--- config.mk ---
export PLATFORM = sky130hd
export DESIGN_NAME = pse_ctrl
export DESIGN_NICKNAME = d
export VERILOG_FILES = /design/src/pse_pkg.sv /design/src/pse_ctrl.sv
export VERILOG_INCLUDE_DIRS = /design/src /design/src/src
export SDC_FILE = /design/constraint.sdc
export NUM_CORES = 1
export LEC_CHECK = 0
export BUFFER_PORTS_ARGS = -buffer_cell sky130_fd_sc_hd__buf_4
export CELL_PAD_IN_SITES_DETAIL_PLACEMENT = 0
export CELL_PAD_IN_SITES_GLOBAL_PLACEMENT = 2
export CORE_MARGIN = 2
export CORE_UTILIZATION = 29
export DETAILED_ROUTE_END_ITERATION = 10
export PLACE_DENSITY = 0.87
export SKIP_CTS_REPAIR_TIMING = 1
export SLEW_MARGIN = 20
export SYNTH_ARGS = -nofsm -noshare
export SYNTH_HDL_FRONTEND = slang
export SYNTH_SLANG_ARGS = --single-unit
--- constraint.sdc ---
create_clock -name clk_i -period 2.37 [get_ports clk_i]
set_input_delay 0.237 -clock clk_i [delete_from_list [all_inputs] [get_ports clk_i]]
set_output_delay 0.237 -clock clk_i [all_outputs]
set_load 0.01 [all_outputs]
--- src/polyline_stroke_expander_unit_macros.svh ---
// assertion macros for the polyline stroke expander
`ifndef POLYLINE_STROKE_EXPANDER_UNIT_MACROS_SVH
`define POLYLINE_STROKE_EXPANDER_UNIT_MACROS_SVH

// same-cycle implication, sampled on clk_i, off while rst_ni is low
`define PSE_ASSERT_IMP(lbl, ante, cons, msg) \
  lbl: assert property (@(posedge clk_i) disable iff (!rst_ni) (ante) |-> (cons)) \
    else $error(msg);

// next-cycle implication
`define PSE_ASSERT_NXT(lbl, ante, cons, msg) \
  lbl: assert property (@(posedge clk_i) disable iff (!rst_ni) (ante) |=> (cons)) \
    else $error(msg);

`endif

--- src/pse_pkg.sv ---
// shared types and constants for the polyline stroke expander
package pse_pkg;

  localparam int CoordW   = 24;
  localparam int OffW     = 18;
  localparam int HwW      = 16;
  localparam int CntW     = 5;
  localparam int SqrtIter = 32;
  localparam int DivIter  = 18;
  localparam logic [HwW-1:0] HwReset = 16'd64;

  typedef enum logic [3:0] {
    ST_IDLE,
    ST_SQ,
    ST_SQL,
    ST_SQRT,
    ST_DIVXL,
    ST_DIVX,
    ST_DIVYL,
    ST_DIVY,
    ST_EMIT1,
    ST_EMIT2,
    ST_EMITZ,
    ST_EMITO
  } pse_state_e;

  typedef enum logic [1:0] {
    ACC_NONE,
    ACC_FIRST,
    ACC_SEG
  } pse_acc_e;

  typedef enum logic [1:0] {
    EM_STEP,
    EM_ZERO_END,
    EM_OFF_END
  } pse_emit_e;

  typedef struct packed {
    pse_acc_e  acc;
    logic      sq_go;
    logic      sqrt_load;
    logic      sqrt_step;
    logic      div_load;
    logic      div_step;
    logic      div_last;
    logic      div_sel_y;
    logic      emit;
    pse_emit_e emit_mode;
  } pse_cmd_t;

  typedef struct packed {
    logic ps_zero;
    logic ps_one;
    logic same_point;
    logic out_free;
  } pse_sts_t;

endpackage

--- src/pse_ctrl.sv ---
// sequencer for the stroke expander: point classification and unit steps
`include "polyline_stroke_expander_unit_macros.svh"

module pse_ctrl (
  input  logic              clk_i,
  input  logic              rst_ni,
  input  logic              in_valid_i,
  input  logic              in_last_i,
  output logic              in_ready_o,
  input  pse_pkg::pse_sts_t sts_i,
  output pse_pkg::pse_cmd_t cmd_o
);

  pse_pkg::pse_state_e state_q, state_d;
  logic [pse_pkg::CntW-1:0] cnt_q, cnt_d;
  logic fin_q, fin_d;

  always_ff @(posedge clk_i or negedge rst_ni) begin
    if (!rst_ni) begin
      state_q <= pse_pkg::ST_IDLE;
      cnt_q   <= '0;
      fin_q   <= 1'b0;
    end else begin
      state_q <= state_d;
      cnt_q   <= cnt_d;
      fin_q   <= fin_d;
    end
  end

  // next state
  always_comb begin
    state_d = state_q;
    cnt_d   = cnt_q;
    fin_d   = fin_q;
    case (state_q)
      pse_pkg::ST_IDLE: begin
        if (in_valid_i) begin
          if (sts_i.ps_zero) begin
            if (in_last_i) state_d = pse_pkg::ST_EMITZ;
          end else if (sts_i.same_point) begin
            if (in_last_i) begin
              state_d = sts_i.ps_one ? pse_pkg::ST_EMITZ : pse_pkg::ST_EMITO;
            end
          end else begin
            state_d = pse_pkg::ST_SQ;
            fin_d   = in_last_i;
          end
        end
      end
      pse_pkg::ST_SQ: state_d = pse_pkg::ST_SQL;
      pse_pkg::ST_SQL: begin
        state_d = pse_pkg::ST_SQRT;
        cnt_d   = pse_pkg::CntW'(pse_pkg::SqrtIter - 1);
      end
      pse_pkg::ST_SQRT: begin
        if (cnt_q == '0) state_d = pse_pkg::ST_DIVXL;
        else cnt_d = cnt_q - 1'b1;
      end
      pse_pkg::ST_DIVXL: begin
        state_d = pse_pkg::ST_DIVX;
        cnt_d   = pse_pkg::CntW'(pse_pkg::DivIter - 1);
      end
      pse_pkg::ST_DIVX: begin
        if (cnt_q == '0) state_d = pse_pkg::ST_DIVYL;
        else cnt_d = cnt_q - 1'b1;
      end
      pse_pkg::ST_DIVYL: begin
        state_d = pse_pkg::ST_DIVY;
        cnt_d   = pse_pkg::CntW'(pse_pkg::DivIter - 1);
      end
      pse_pkg::ST_DIVY: begin
        if (cnt_q == '0) state_d = pse_pkg::ST_EMIT1;
        else cnt_d = cnt_q - 1'b1;
      end
      pse_pkg::ST_EMIT1: begin
        if (sts_i.out_free) state_d = fin_q ? pse_pkg::ST_EMIT2 : pse_pkg::ST_IDLE;
      end
      pse_pkg::ST_EMIT2, pse_pkg::ST_EMITZ, pse_pkg::ST_EMITO: begin
        if (sts_i.out_free) state_d = pse_pkg::ST_IDLE;
      end
      default: state_d = pse_pkg::ST_IDLE;
    endcase
  end

  // outputs
  always_comb begin
    cmd_o           = '0;
    cmd_o.acc       = pse_pkg::ACC_NONE;
    cmd_o.emit_mode = pse_pkg::EM_STEP;
    in_ready_o      = 1'b0;
    case (state_q)
      pse_pkg::ST_IDLE: begin
        in_ready_o = 1'b1;
        if (in_valid_i) begin
          if (sts_i.ps_zero) cmd_o.acc = pse_pkg::ACC_FIRST;
          else if (!sts_i.same_point) cmd_o.acc = pse_pkg::ACC_SEG;
        end
      end
      pse_pkg::ST_SQ:   cmd_o.sq_go = 1'b1;
      pse_pkg::ST_SQL:  cmd_o.sqrt_load = 1'b1;
      pse_pkg::ST_SQRT: cmd_o.sqrt_step = 1'b1;
      pse_pkg::ST_DIVXL: cmd_o.div_load = 1'b1;
      pse_pkg::ST_DIVX: begin
        cmd_o.div_step = 1'b1;
        cmd_o.div_last = (cnt_q == '0);
      end
      pse_pkg::ST_DIVYL: begin
        cmd_o.div_load  = 1'b1;
        cmd_o.div_sel_y = 1'b1;
      end
      pse_pkg::ST_DIVY: begin
        cmd_o.div_step  = 1'b1;
        cmd_o.div_last  = (cnt_q == '0);
        cmd_o.div_sel_y = 1'b1;
      end
      pse_pkg::ST_EMIT1: begin
        cmd_o.emit      = sts_i.out_free;
        cmd_o.emit_mode = pse_pkg::EM_STEP;
      end
      pse_pkg::ST_EMIT2, pse_pkg::ST_EMITO: begin
        cmd_o.emit      = sts_i.out_free;
        cmd_o.emit_mode = pse_pkg::EM_OFF_END;
      end
      pse_pkg::ST_EMITZ: begin
        cmd_o.emit      = sts_i.out_free;
        cmd_o.emit_mode = pse_pkg::EM_ZERO_END;
      end
      default: ;
    endcase
  end

  `PSE_ASSERT_IMP(a_emit_slot_free, cmd_o.emit, sts_i.out_free, "emit into a full output register")
  `PSE_ASSERT_NXT(a_seg_starts, (state_q == pse_pkg::ST_IDLE) && in_valid_i && !sts_i.ps_zero && !sts_i.same_point, state_q == pse_pkg::ST_SQ, "new segment did not start the square step")
  `PSE_ASSERT_NXT(a_sqrt_to_div, (state_q == pse_pkg::ST_SQRT) && (cnt_q == '0), state_q == pse_pkg::ST_DIVXL, "square root did not hand over to the divider")

endmodule

After elaboration in Yosys (flattened, before gate mapping)
Index checks and enable logic that the tools add are counted.
{"block": "classes", "add_sub_neg": 1, "mux": 27, "reduce_logical": 12, "n_bitwise": 2, "eq_ne": 20}
{"op": "4-bit 2-to-1 mux", "n": 11}
{"op": "4-bit case mux with 10 select lines", "n": 1}
{"op": "4-bit by 3-bit == test with 1-bit output, second input constant", "n": 4}
{"op": "4-bit == test, second input constant", "n": 4}
{"op": "5-bit case mux with 3 select lines", "n": 1}
{"op": "2-bit inequality test, second input constant", "n": 7}
{"op": "2-bit 2-to-1 mux", "n": 5}
{"op": "3-bit case mux with 3 select lines", "n": 1}
{"op": "4-bit by 2-bit == test with 1-bit output, second input constant", "n": 2}
{"op": "8-bit AND reduction", "n": 1}
{"op": "2-bit OR reduction", "n": 4}
{"op": "1-bit 2-to-1 mux", "n": 7}
{"op": "3-bit inequality test, second input constant", "n": 2}
{"op": "3-bit OR reduction", "n": 2}
{"op": "5-bit zero test", "n": 1}
{"op": "5-bit 2-to-1 mux", "n": 1}
{"op": "5-bit by 1-bit subtractor with 5-bit output, second input constant", "n": 1}
{"op": "4-bit by 1-bit == test with 1-bit output, second input constant", "n": 1}
{"op": "4-bit zero test", "n": 1}
{"op": "4-bit AND reduction", "n": 1}
{"op": "3-bit nonzero test", "n": 1}
{"op": "1-bit inverter", "n": 2}
{"op": "2-bit AND reduction", "n": 1}
{"block": "word_totals", "wordCells": 65, "output_inout_bits": 13, "regBits": 10}

Depth between registers and ports, before layout
Gate-level depths: netlist of run 1.
{"block": "logic_depth", "depth_word": 6, "depth_mapped": 6, "depth_no_buf": 6}

Worst setup path after synthesis of run 1
OpenSTA, ideal clock, no wires.
{"block": "synth_path", "kind": "flip-flop to flip-flop", "from": "register state_q[2]", "to": "register fin_q", "setup_ns": 0.128, "arrival_time_ns": 1.663, "path_buffers": 0, "setup_slack_ns": 0.579, "synth_period_minus_slack_ns": 1.791, "path_stages_with_launch": 5, "cell_sequence": "dfrtp_1 or4_4 inv_1 and3_1 mux2_1"}
{"block": "synth_via", "elab_chain_cells": 2}
{"element": "start, declared", "line": "pse_ctrl.sv:14", "rtl": "pse_pkg::pse_state_e state_q, state_d;"}
{"element": "start signal, assigned", "line": "pse_ctrl.sv:20", "rtl": "state_q <= pse_pkg::ST_IDLE;"}
{"element": "start signal, assigned", "line": "pse_ctrl.sv:24", "rtl": "state_q <= state_d;"}
{"element": "4-bit zero test", "line": "pse_ctrl.sv:35", "rtl": "case (state_q)"}
{"element": "4-bit AND reduction (no source line)"}
{"element": "end signal, assigned", "line": "pse_ctrl.sv:26", "rtl": "fin_q <= fin_d;"}
{"element": "end, declared", "line": "pse_ctrl.sv:16", "rtl": "logic fin_q, fin_d;"}
Every way passes these cells.
A chain may end at the register's enable or synchronous reset.

==> flow_summary.yaml, run 1 <==
timing:
  hold_viol: 0
  fin_crit_sh_pct: 88.5
  rsz0062_at_grt: "false"
  slew_violations: 0
  finClkSkew_ns: 0.00408
  fmax_mhz: 477
  worst_slew_pin_slew_ns: 0.460
  setup_viol_count_final: 0
  holdWs_ns: 0.214
  relSlewSlack_pct: 69.3
  fin_setup_tns_ns: 0
  fin_crit_ns: 2.10
worst_setup_path:
  r2r_cells: 4
  crit_path_max_fanout: 16
  timing.rr.end: "state_q[0]"
  reg2reg_slack_ns: 0.41
  arrival_ns: 1.86
  crit_type: "register to output pin"
  required_ns: 2.13
  r2r_start: "state_q[2]"
  start_kind: "register"
  setup.worst_path.end_class: "output pin"
layout:
  instances_no_fill: 145
  layout.nets: 126
  areaGrowthSynthToFinish_pct: 29.7
  final_util_pct: 40.4
  layout-drive-gt1-share_pct: 28.7
  diodes: 0
route:
  finalWirelength_um: 1890
  drtPass1Iterations: 4
  viasPerCell: 5.15
  first_iter_violations: 12
  vias: 747
  drc: 0
  avgRoutedWirePerCell_um: 13.0
  route.antenna.remaining_nets: 0
synth:
  synthFlopType: "dfrtp_1"
  netlist_area_sq_um: 778
  synth_seq_cells: 10
  synth_top_cells_by_area: "dfrtp_1 (32%), a21oi_1 (5.1%), nor3_1 (4.5%)"
  synth_seq_area_share_pct: 32.2
  synth.most_common_cell: "dfrtp_1"
  synth_cell_type_count: 33
  synthTopCellsByCount: "dfrtp_1 (10), a21oi_1 (8), inv_1 (8)"
  netlist_instances: 92
  avgSynthCellArea_sq_um: 8.46
  syn-num-nets: 101
  ys_warn_count: 0
  synth_area_leader_cell: "dfrtp_1"
  synth_top_area_share_pct: 32.2
  synth_edf_count: 0
  async_reset_ff_share_pct: 100
floorplan:
  io_pins: 21
  fp.dieH_um: 55.8
  die_area_sq_um: 3110
  start_util_pct: 31.1
  die_x_um: 55.8
  rows: 18
  coreArea_sq_um: 2500
clock_network:
  insertion_delay_ns: 0.26
  cts_htree_levels: 1
  cts_tree: "built"
  clk_pin_slew_ns: 0.07
  root_buffer: "clkbuf_4"
  cts.sinks: 10
  clock_path_buffers: 2
  numCtsBuffers: 3
placed_design:
  hpwl_um: 1440
  placedCellCount: 141
  gp_congestion: 0.851
  port-buffer-count: 20
run:
  cap_viol_max_count: 0
global_route:
  grt.total_usage_pct: 12.5
  grt_max_degree: 17
  antenna_found_initial: 0
  gr-total-overflow: 0
  grt_pass1_vias: 679
  grt_pass1_wl_um: 3140
min_path:
  min_path_cells: 2
  holdCritStartpoint: "in_last_i"
  min_to: "fin_q"
  hold_path_class: "primary input to register"
pwr:
  finalPower_mw: 1.24
  p_per_area_nw_per_um2: 1220
  p_leak_nw: 0.477
  vdd_drop_max_mv: 0.482
run_status:
  status: "finished clean"
-- worst max-delay path by stage --
stage | startpoint | to | slack (ns) | cells after the start
6_report | state_q[2] | cmd_o[11] | 0.27 | 4
3_3_place_gp | state_q[2] | state_q[0] | 0.45 | 4
4_1_cts | state_q[2] | cmd_o[11] | 0.27 | 4
2_1_floorplan | state_q[2] | fin_q | 0.58 | 4
5_1_grt | state_q[2] | cmd_o[11] | 0.18 | 4
3_5_place_dp | state_q[2] | state_q[0] | 0.44 | 4
-- flip-flops by register name (all words and copies together) (netlist names) --
name and count:
fin_q 1, state_q 4, cnt_q 5
-- cell type report --
type	count	area [sq um]
well taps	30	37.5
repair buffers	25	190
multi-input cells	69	479
clock buffers	3	22.5
flip-flops and latches	10	250
fillers	273	1490
inverters	8	30.0
-- routing by layer --
layer / vias up / routed length, um / global-route usage [%]
met5: - / 0 / 0
met4: 0 / 0 / 3.14
met3: 0 / 93 / 3.26
met2: 19 / 885 / 20.1
met1: 346 / 908 / 16.7
li1: 382 / - / -
-- placed cells by master (no fill, tap or decap), types with 2 or more instances in the layout --
master,n
clkbuf_4,3
dfrtp_1,10
mux2_1,2
inv_1,8
buf_4,24
o21ai_0,5
nor3_1,7
o21bai_1,3
o22ai_1,3
nand2b_1,2
and2_1,3
nor4_1,3
nand2_1,3
a21oi_1,8
nor2_1,6
and3_1,3
a211oi_1,3
nor2b_1,2
-- logic make-up after synthesis --
kind of cell             count (synthesis)  synth area share, %
buffers and inverters                   13                 6.27
AO/OA/AOI/OAI                           29                 26.9
adder cells (fa/ha/maj)                  1                 1.61
multiplexers                             3                 4.18
flip-flops                              10                 32.2
AND/OR/NAND/NOR                         36                 28.9
-- per-stage QoR --
stage	worst slack (ns)	instance area (sq um)
after floorplan	0.579	778
after global placement	0.455	977
after detailed placement	0.439	977
after CTS	0.272	1000
after global routing	0.179	1010
final	0.273	1010
-- worst max-delay path, stage by stage, from the launching register on --
cell and delay [ns]:
dfrtp_1 0.55, or4_4 0.64, inv_1 0.10, and3_1 0.18, buf_4 0.13
-- report_power, final --
part | switching [mW] | internal [mW] | total [mW]
Clock | 0.0542 | 0.0584 | 0.113
Combinational | 0.364 | 0.374 | 0.738
Sequential | 0.138 | 0.247 | 0.384
(Power assumes the default switching activity.)
==> run 2: changes to the inputs <==
- clock period: 2.37 -> 2.3 ns (I/O delays scaled with it)
==> run 2 against run 1 <==
Effect of this change: count of clock-buffer cells in the layout unchanged; final cell count grew 0.69%; critical path depth did not move; clock power is 4% higher; largest cell class unchanged; worst hold slack lost 0.0057 ns; die area unchanged; critical endpoint unchanged.
==> flow_summary.yaml, run 2 (synthesis results as in run 1) <==
global_route:
  antenna_found_initial: 0
  grt_pass1_vias: 773
  grt_pass1_wl_um: 3560
  gr-total-overflow: 0
  grt.total_usage_pct: 13.9
  grt_max_degree: 16
floorplan:
  start_util_pct: 31.1
  die_area_sq_um: 3110
  io_pins: 21
  fp.dieH_um: 55.8
  coreArea_sq_um: 2500
  rows: 18
  die_x_um: 55.8
clock_network:
  cts.sinks: 10
  numCtsBuffers: 3
  insertion_delay_ns: 0.26
  clock_path_buffers: 2
  cts_htree_levels: 1
  root_buffer: "clkbuf_4"
  clk_pin_slew_ns: 0.07
  cts_tree: "built"
worst_setup_path:
  reg2reg_slack_ns: 0.42
  r2r_cells: 4
  setup.worst_path.end_class: "output pin"
  required_ns: 2.07
  timing.rr.end: "state_q[0]"
  crit_chain: "or4_4, inv_1, and3_1, buf_4"
  crit_type: "register to output pin"
  cp.buffers_inverters: 2
  crit_family: "simple AND/OR/NAND/NOR gates"
  start_kind: "register"
  slowest_delay_ns: 0.58
  arrival_ns: 1.81
  crit_path_max_fanout: 14
  slowest_stage: "or4_4"
  cp_num_cells: 4
  r2r_start: "state_q[1]"
layout:
  final_common_cell: "buf_4"
  diodes: 0
  instances_no_fill: 146
  top_regs: "cnt_q (5), state_q (4), fin_q (1)"
  top_register: "cnt_q"
  largest_reg_flops: 5
  n_fill_cell: 266
  areaGrowthSynthToFinish_pct: 30.7
  layout.nets: 127
  layout-drive-gt1-share_pct: 29.3
  multi_input_comb_area_sq_um: 479
  layout_common_cells: "buf_4 (25), dfrtp_1 (10), inv_1 (8), a21oi_1 (8), nor3_1 (7)"
  seq_area_sq_um: 250
timing:
  finClkSkew_ns: 0.00975
  worst_slew_pin_slew_ns: 0.403
  fin_crit_ns: 2.04
  slew_violations: 0
  hold_viol: 0
  rsz0062_at_grt: "false"
  fin_setup_tns_ns: 0
  holdWs_ns: 0.208
  setup_viol_count_final: 0
  fin_crit_sh_pct: 88.5
  fmax_mhz: 491
  timing.final.ws_setup_ns: 0.263
  relSlewSlack_pct: 73.2
route:
  drc: 0
  route.antenna.remaining_nets: 0
  avgRoutedWirePerCell_um: 13.4
  vias: 744
  drtPass1Iterations: 3
  viasPerCell: 5.10
  finalWirelength_um: 1960
  first_iter_violations: 14
pwr:
  p_leak_nw: 0.482
  p_per_area_nw_per_um2: 1270
  finalPower_mw: 1.30
  vdd_drop_max_mv: 0.536
min_path:
  min_to: "fin_q"
  hold_path_class: "primary input to register"
  min_path_cells: 2
  holdCritStartpoint: "in_last_i"
placed_design:
  placedCellCount: 142
  port-buffer-count: 20
  hpwl_um: 1480
  gp_congestion: 0.837
  place_ws_ns: 0.438
run:
  cap_viol_max_count: 0
run_status:
  status: "finished clean"
run 2: worst max path at each step:
| stage | from | to | slack (ns) |
|---|---|---|---|
| floorplan | state_q[2] | fin_q | 0.51 |
| global placement | state_q[1] | state_q[0] | 0.47 |
| detailed placement | state_q[1] | state_q[0] | 0.44 |
| CTS | state_q[1] | cmd_o[11] | 0.27 |
| global route | state_q[1] | cmd_o[11] | 0.20 |
| finish | state_q[1] | cmd_o[11] | 0.26 |
run 2: layer usage:
layer / GRT usage (%) / part of all wire [%] / routed length (um)
met3: 2.79 / 3.9 / 76
met5: 0 / 0 / 0
met4: 4.88 / 1.8 / 36
met1: 18.0 / 49 / 965
met2: 22.8 / 45 / 884
run 2: area by class of cell:
cell class,count,share of cell area [%]
Multi-Input combinational cell,69,47.1
Timing Repair Buffer,26,19.4
Inverter,8,2.95
Sequential cell,10,24.6
Tap cell,30,3.69
Clock buffer,3,2.21
run 2: power by group:
part           total [mW]  switching (mW)  leakage [nW]  internal (mW)
Sequential          0.382           0.127         0.114          0.254
Combinational       0.796           0.404         0.354          0.392
Clock               0.118          0.0576        0.0138         0.0602
run 2: through the flow:
stage               util [%]  area (sq um)
floorplan                  -           778
global placement        39.4           985
detailed placement      39.4           985
CTS                     40.3          1010
global route            40.7          1020
finish                  40.7          1020
==> run 3: changes to the inputs <==
- ABC_AREA: unset -> 1
- CORE_UTILIZATION: 29 -> 27
- GPL_ROUTABILITY_DRIVEN: unset -> 0
- GPL_TIMING_DRIVEN: unset -> 0
- PLACE_DENSITY: 0.87 -> 0.86
==> run 3 against run 2 <==
Effect of this change: clock power up 36%; design area up 0.25%; die area up 7.7%; final cell count up 15%; largest cell class unchanged; largest power group unchanged; highest routed layer is now met3.
==> flow_summary.yaml, run 3 <==
floorplan:
  coreArea_sq_um: 2760
  io_pins: 21
  fp.dieH_um: 57.9
  rows: 19
  die_area_sq_um: 3350
  start_util_pct: 28.4
  die_x_um: 57.9
global_route:
  antenna_found_initial: 0
  grt.total_usage_pct: 11.8
  grt_max_degree: 11
  grt_pass1_vias: 711
  grt_pass1_wl_um: 3090
  gr-total-overflow: 0
layout:
  areaGrowthSynthToFinish_pct: 30.0
  n_fill_cell: 312
  instances_no_fill: 168
  top_register: "cnt_q"
  diodes: 0
  layout-drive-gt1-share_pct: 28.5
  top_regs: "cnt_q (5), state_q (4), fin_q (1)"
  largest_reg_flops: 5
  seq_area_sq_um: 250
  multi_input_comb_area_sq_um: 455
  layout.nets: 147
  final_common_cell: "nand2_1"
  layout_common_cells: "nand2_1 (31), buf_4 (20), inv_1 (17), nor2_1 (11), dfrtp_1 (10)"
pwr:
  p_leak_nw: 0.569
  p_per_area_nw_per_um2: 1280
  swShare_pct: 48.9
  p_clk_share_pct: 12.2
  pwr-share-seq_pct: 27.1
  combinationalPowerShare_pct: 60.7
  power.switching_mw: 0.639
  internal-power_mw: 0.667
  vdd_drop_max_mv: 0.576
clock_network:
  clk_pin_slew_ns: 0.07
  cts.sinks: 10
  numCtsBuffers: 3
  cts_htree_levels: 1
  clock_path_buffers: 2
  root_buffer: "clkbuf_4"
  cts_tree: "built"
  insertion_delay_ns: 0.27
synth:
  synthFlopType: "dfrtp_1"
  synth_mux_area_share_pct: 0
  synthTopCellsByCount: "nand2_1 (31), inv_1 (17), nor2_1 (11)"
  syn-num-nets: 121
  synth_compound_area_share_pct: 11.8
  netlist_instances: 112
  synth.most_common_cell: "nand2_1"
  synth_fa_ha_area_share_pct: 1.59
  synth_area_leader_cell: "dfrtp_1"
  synth_seq_area_share_pct: 31.9
  synth_seq_cells: 10
  synth_xor_area_share_pct: 1.12
  ys_warn_count: 0
  synth_cell_type_count: 26
  netlist_area_sq_um: 785
  async_reset_ff_share_pct: 100
  synth_top_area_share_pct: 31.9
  synth_top_cells_by_area: "dfrtp_1 (32%), nand2_1 (15%), inv_1 (8.1%)"
  avgSynthCellArea_sq_um: 7.00
  synth_edf_count: 0
  synth_top_family_by_area: "simple AND/OR/NAND/NOR gates"
  yosys.area_share.simple_pct: 43.5
timing:
  rsz0062_at_grt: "false"
  fin_crit_sh_pct: 74.7
  setup_viol_count_final: 0
  fin_crit_ns: 1.72
  fin_setup_tns_ns: 0
  finClkSkew_ns: 0.00312
  hold_viol: 0
  worst_slew_pin_slew_ns: 0.406
  fmax_mhz: 582
  holdWs_ns: 0.228
  relSlewSlack_pct: 72.7
  slew_violations: 0
route:
  viasPerCell: 4.58
  finalWirelength_um: 1720
  route.antenna.remaining_nets: 0
  first_iter_violations: 25
  avgRoutedWirePerCell_um: 10.2
  drtPass1Iterations: 4
  vias: 769
  drc: 0
run_status:
  status: "finished clean"
min_path:
  hold_path_class: "primary input to register"
worst_setup_path:
  start_kind: "register"
  setup.worst_path.end_class: "output pin"
  slowest_stage: "dfrtp_1"
  crit_chain: "nor2_1, nand2_4, nor3_4, buf_4"
  crit_path_max_fanout: 6
  required_ns: 2.07
  slowest_delay_ns: 0.46
  arrival_ns: 1.49
  crit_type: "register to output pin"
placed_design:
  port-buffer-count: 20
  placedCellCount: 163
  hpwl_um: 1440
run:
  cap_viol_max_count: 0
-- run 3: per-stage QoR --
step	power, mW	setup slack (ns)	cell area [sq um]	utilization (%)
floorplan	0.933	1.01	785	-
global placement	1.16	0.863	973	35.3
detailed placement	1.16	0.844	973	35.3
CTS	1.32	0.557	1010	36.6
global route	1.47	0.444	1020	37.0
finish	1.31	0.581	1020	37.0
-- run 3: power groups by stage --
stage,combinational [mW],sequential (mW),clock [mW]
final,0.792,0.354,0.160
after global routing,0.924,0.370,0.173
after CTS,0.806,0.354,0.164
after detailed placement,0.803,0.357,0
after global placement,0.803,0.357,0
after floorplan,0.602,0.331,0
-- run 3: path summary, 6_finish.rpt --
path                       cells past startpoint  slack (ns)        from   endpoint
min in group asynchronous                      2        0.32      rst_ni   cnt_q[3]
hold / removal                                 3        0.23   in_last_i      fin_q
hold reg to reg                                2        0.49    cnt_q[4]   cnt_q[4]
max in group asynchronous                      2        1.83      rst_ni   cnt_q[1]
setup reg to reg                               7        0.85    cnt_q[0]   cnt_q[2]
setup / recovery                               4        0.58  state_q[0]  cmd_o[11]
-- run 3: layout make-up --
type | count | share of cell area [%]
multi-input combinational | 82 | 44.7
inverter | 20 | 7.73
timing repair buffer | 21 | 15.7
sequential | 10 | 24.5
tap | 31 | 3.80
clock buffer | 4 | 3.56
-- run 3: cells by family (layout without fill, tap and decap cells) --
family,Yosys count,after routing
and+or+nand+nor,65,65
buffers and inverters,20,45
AOI/OAI and AO/OA,15,15
DFF,10,10
adders and majority gates,1,1
xor gates and xnor gates,1,1
-- run 3: worst max-delay path: cells and delay by family, from the launching register on --
| family | cells | cell delay (ns) |
|---|---|---|
| DFF | 1 | 0.46 |
| buffers and inverters | 1 | 0.15 |
| and+or+nand+nor | 3 | 0.62 |
-- run 3: routing by layer --
| layer | routed length [um] | track usage (%) |
|---|---|---|
| met5 | 0 | 0 |
| met1 | 793 | 15.5 |
| met3 | 80 | 3.57 |
| met2 | 845 | 19.3 |
| met4 | 0 | 1.99 |
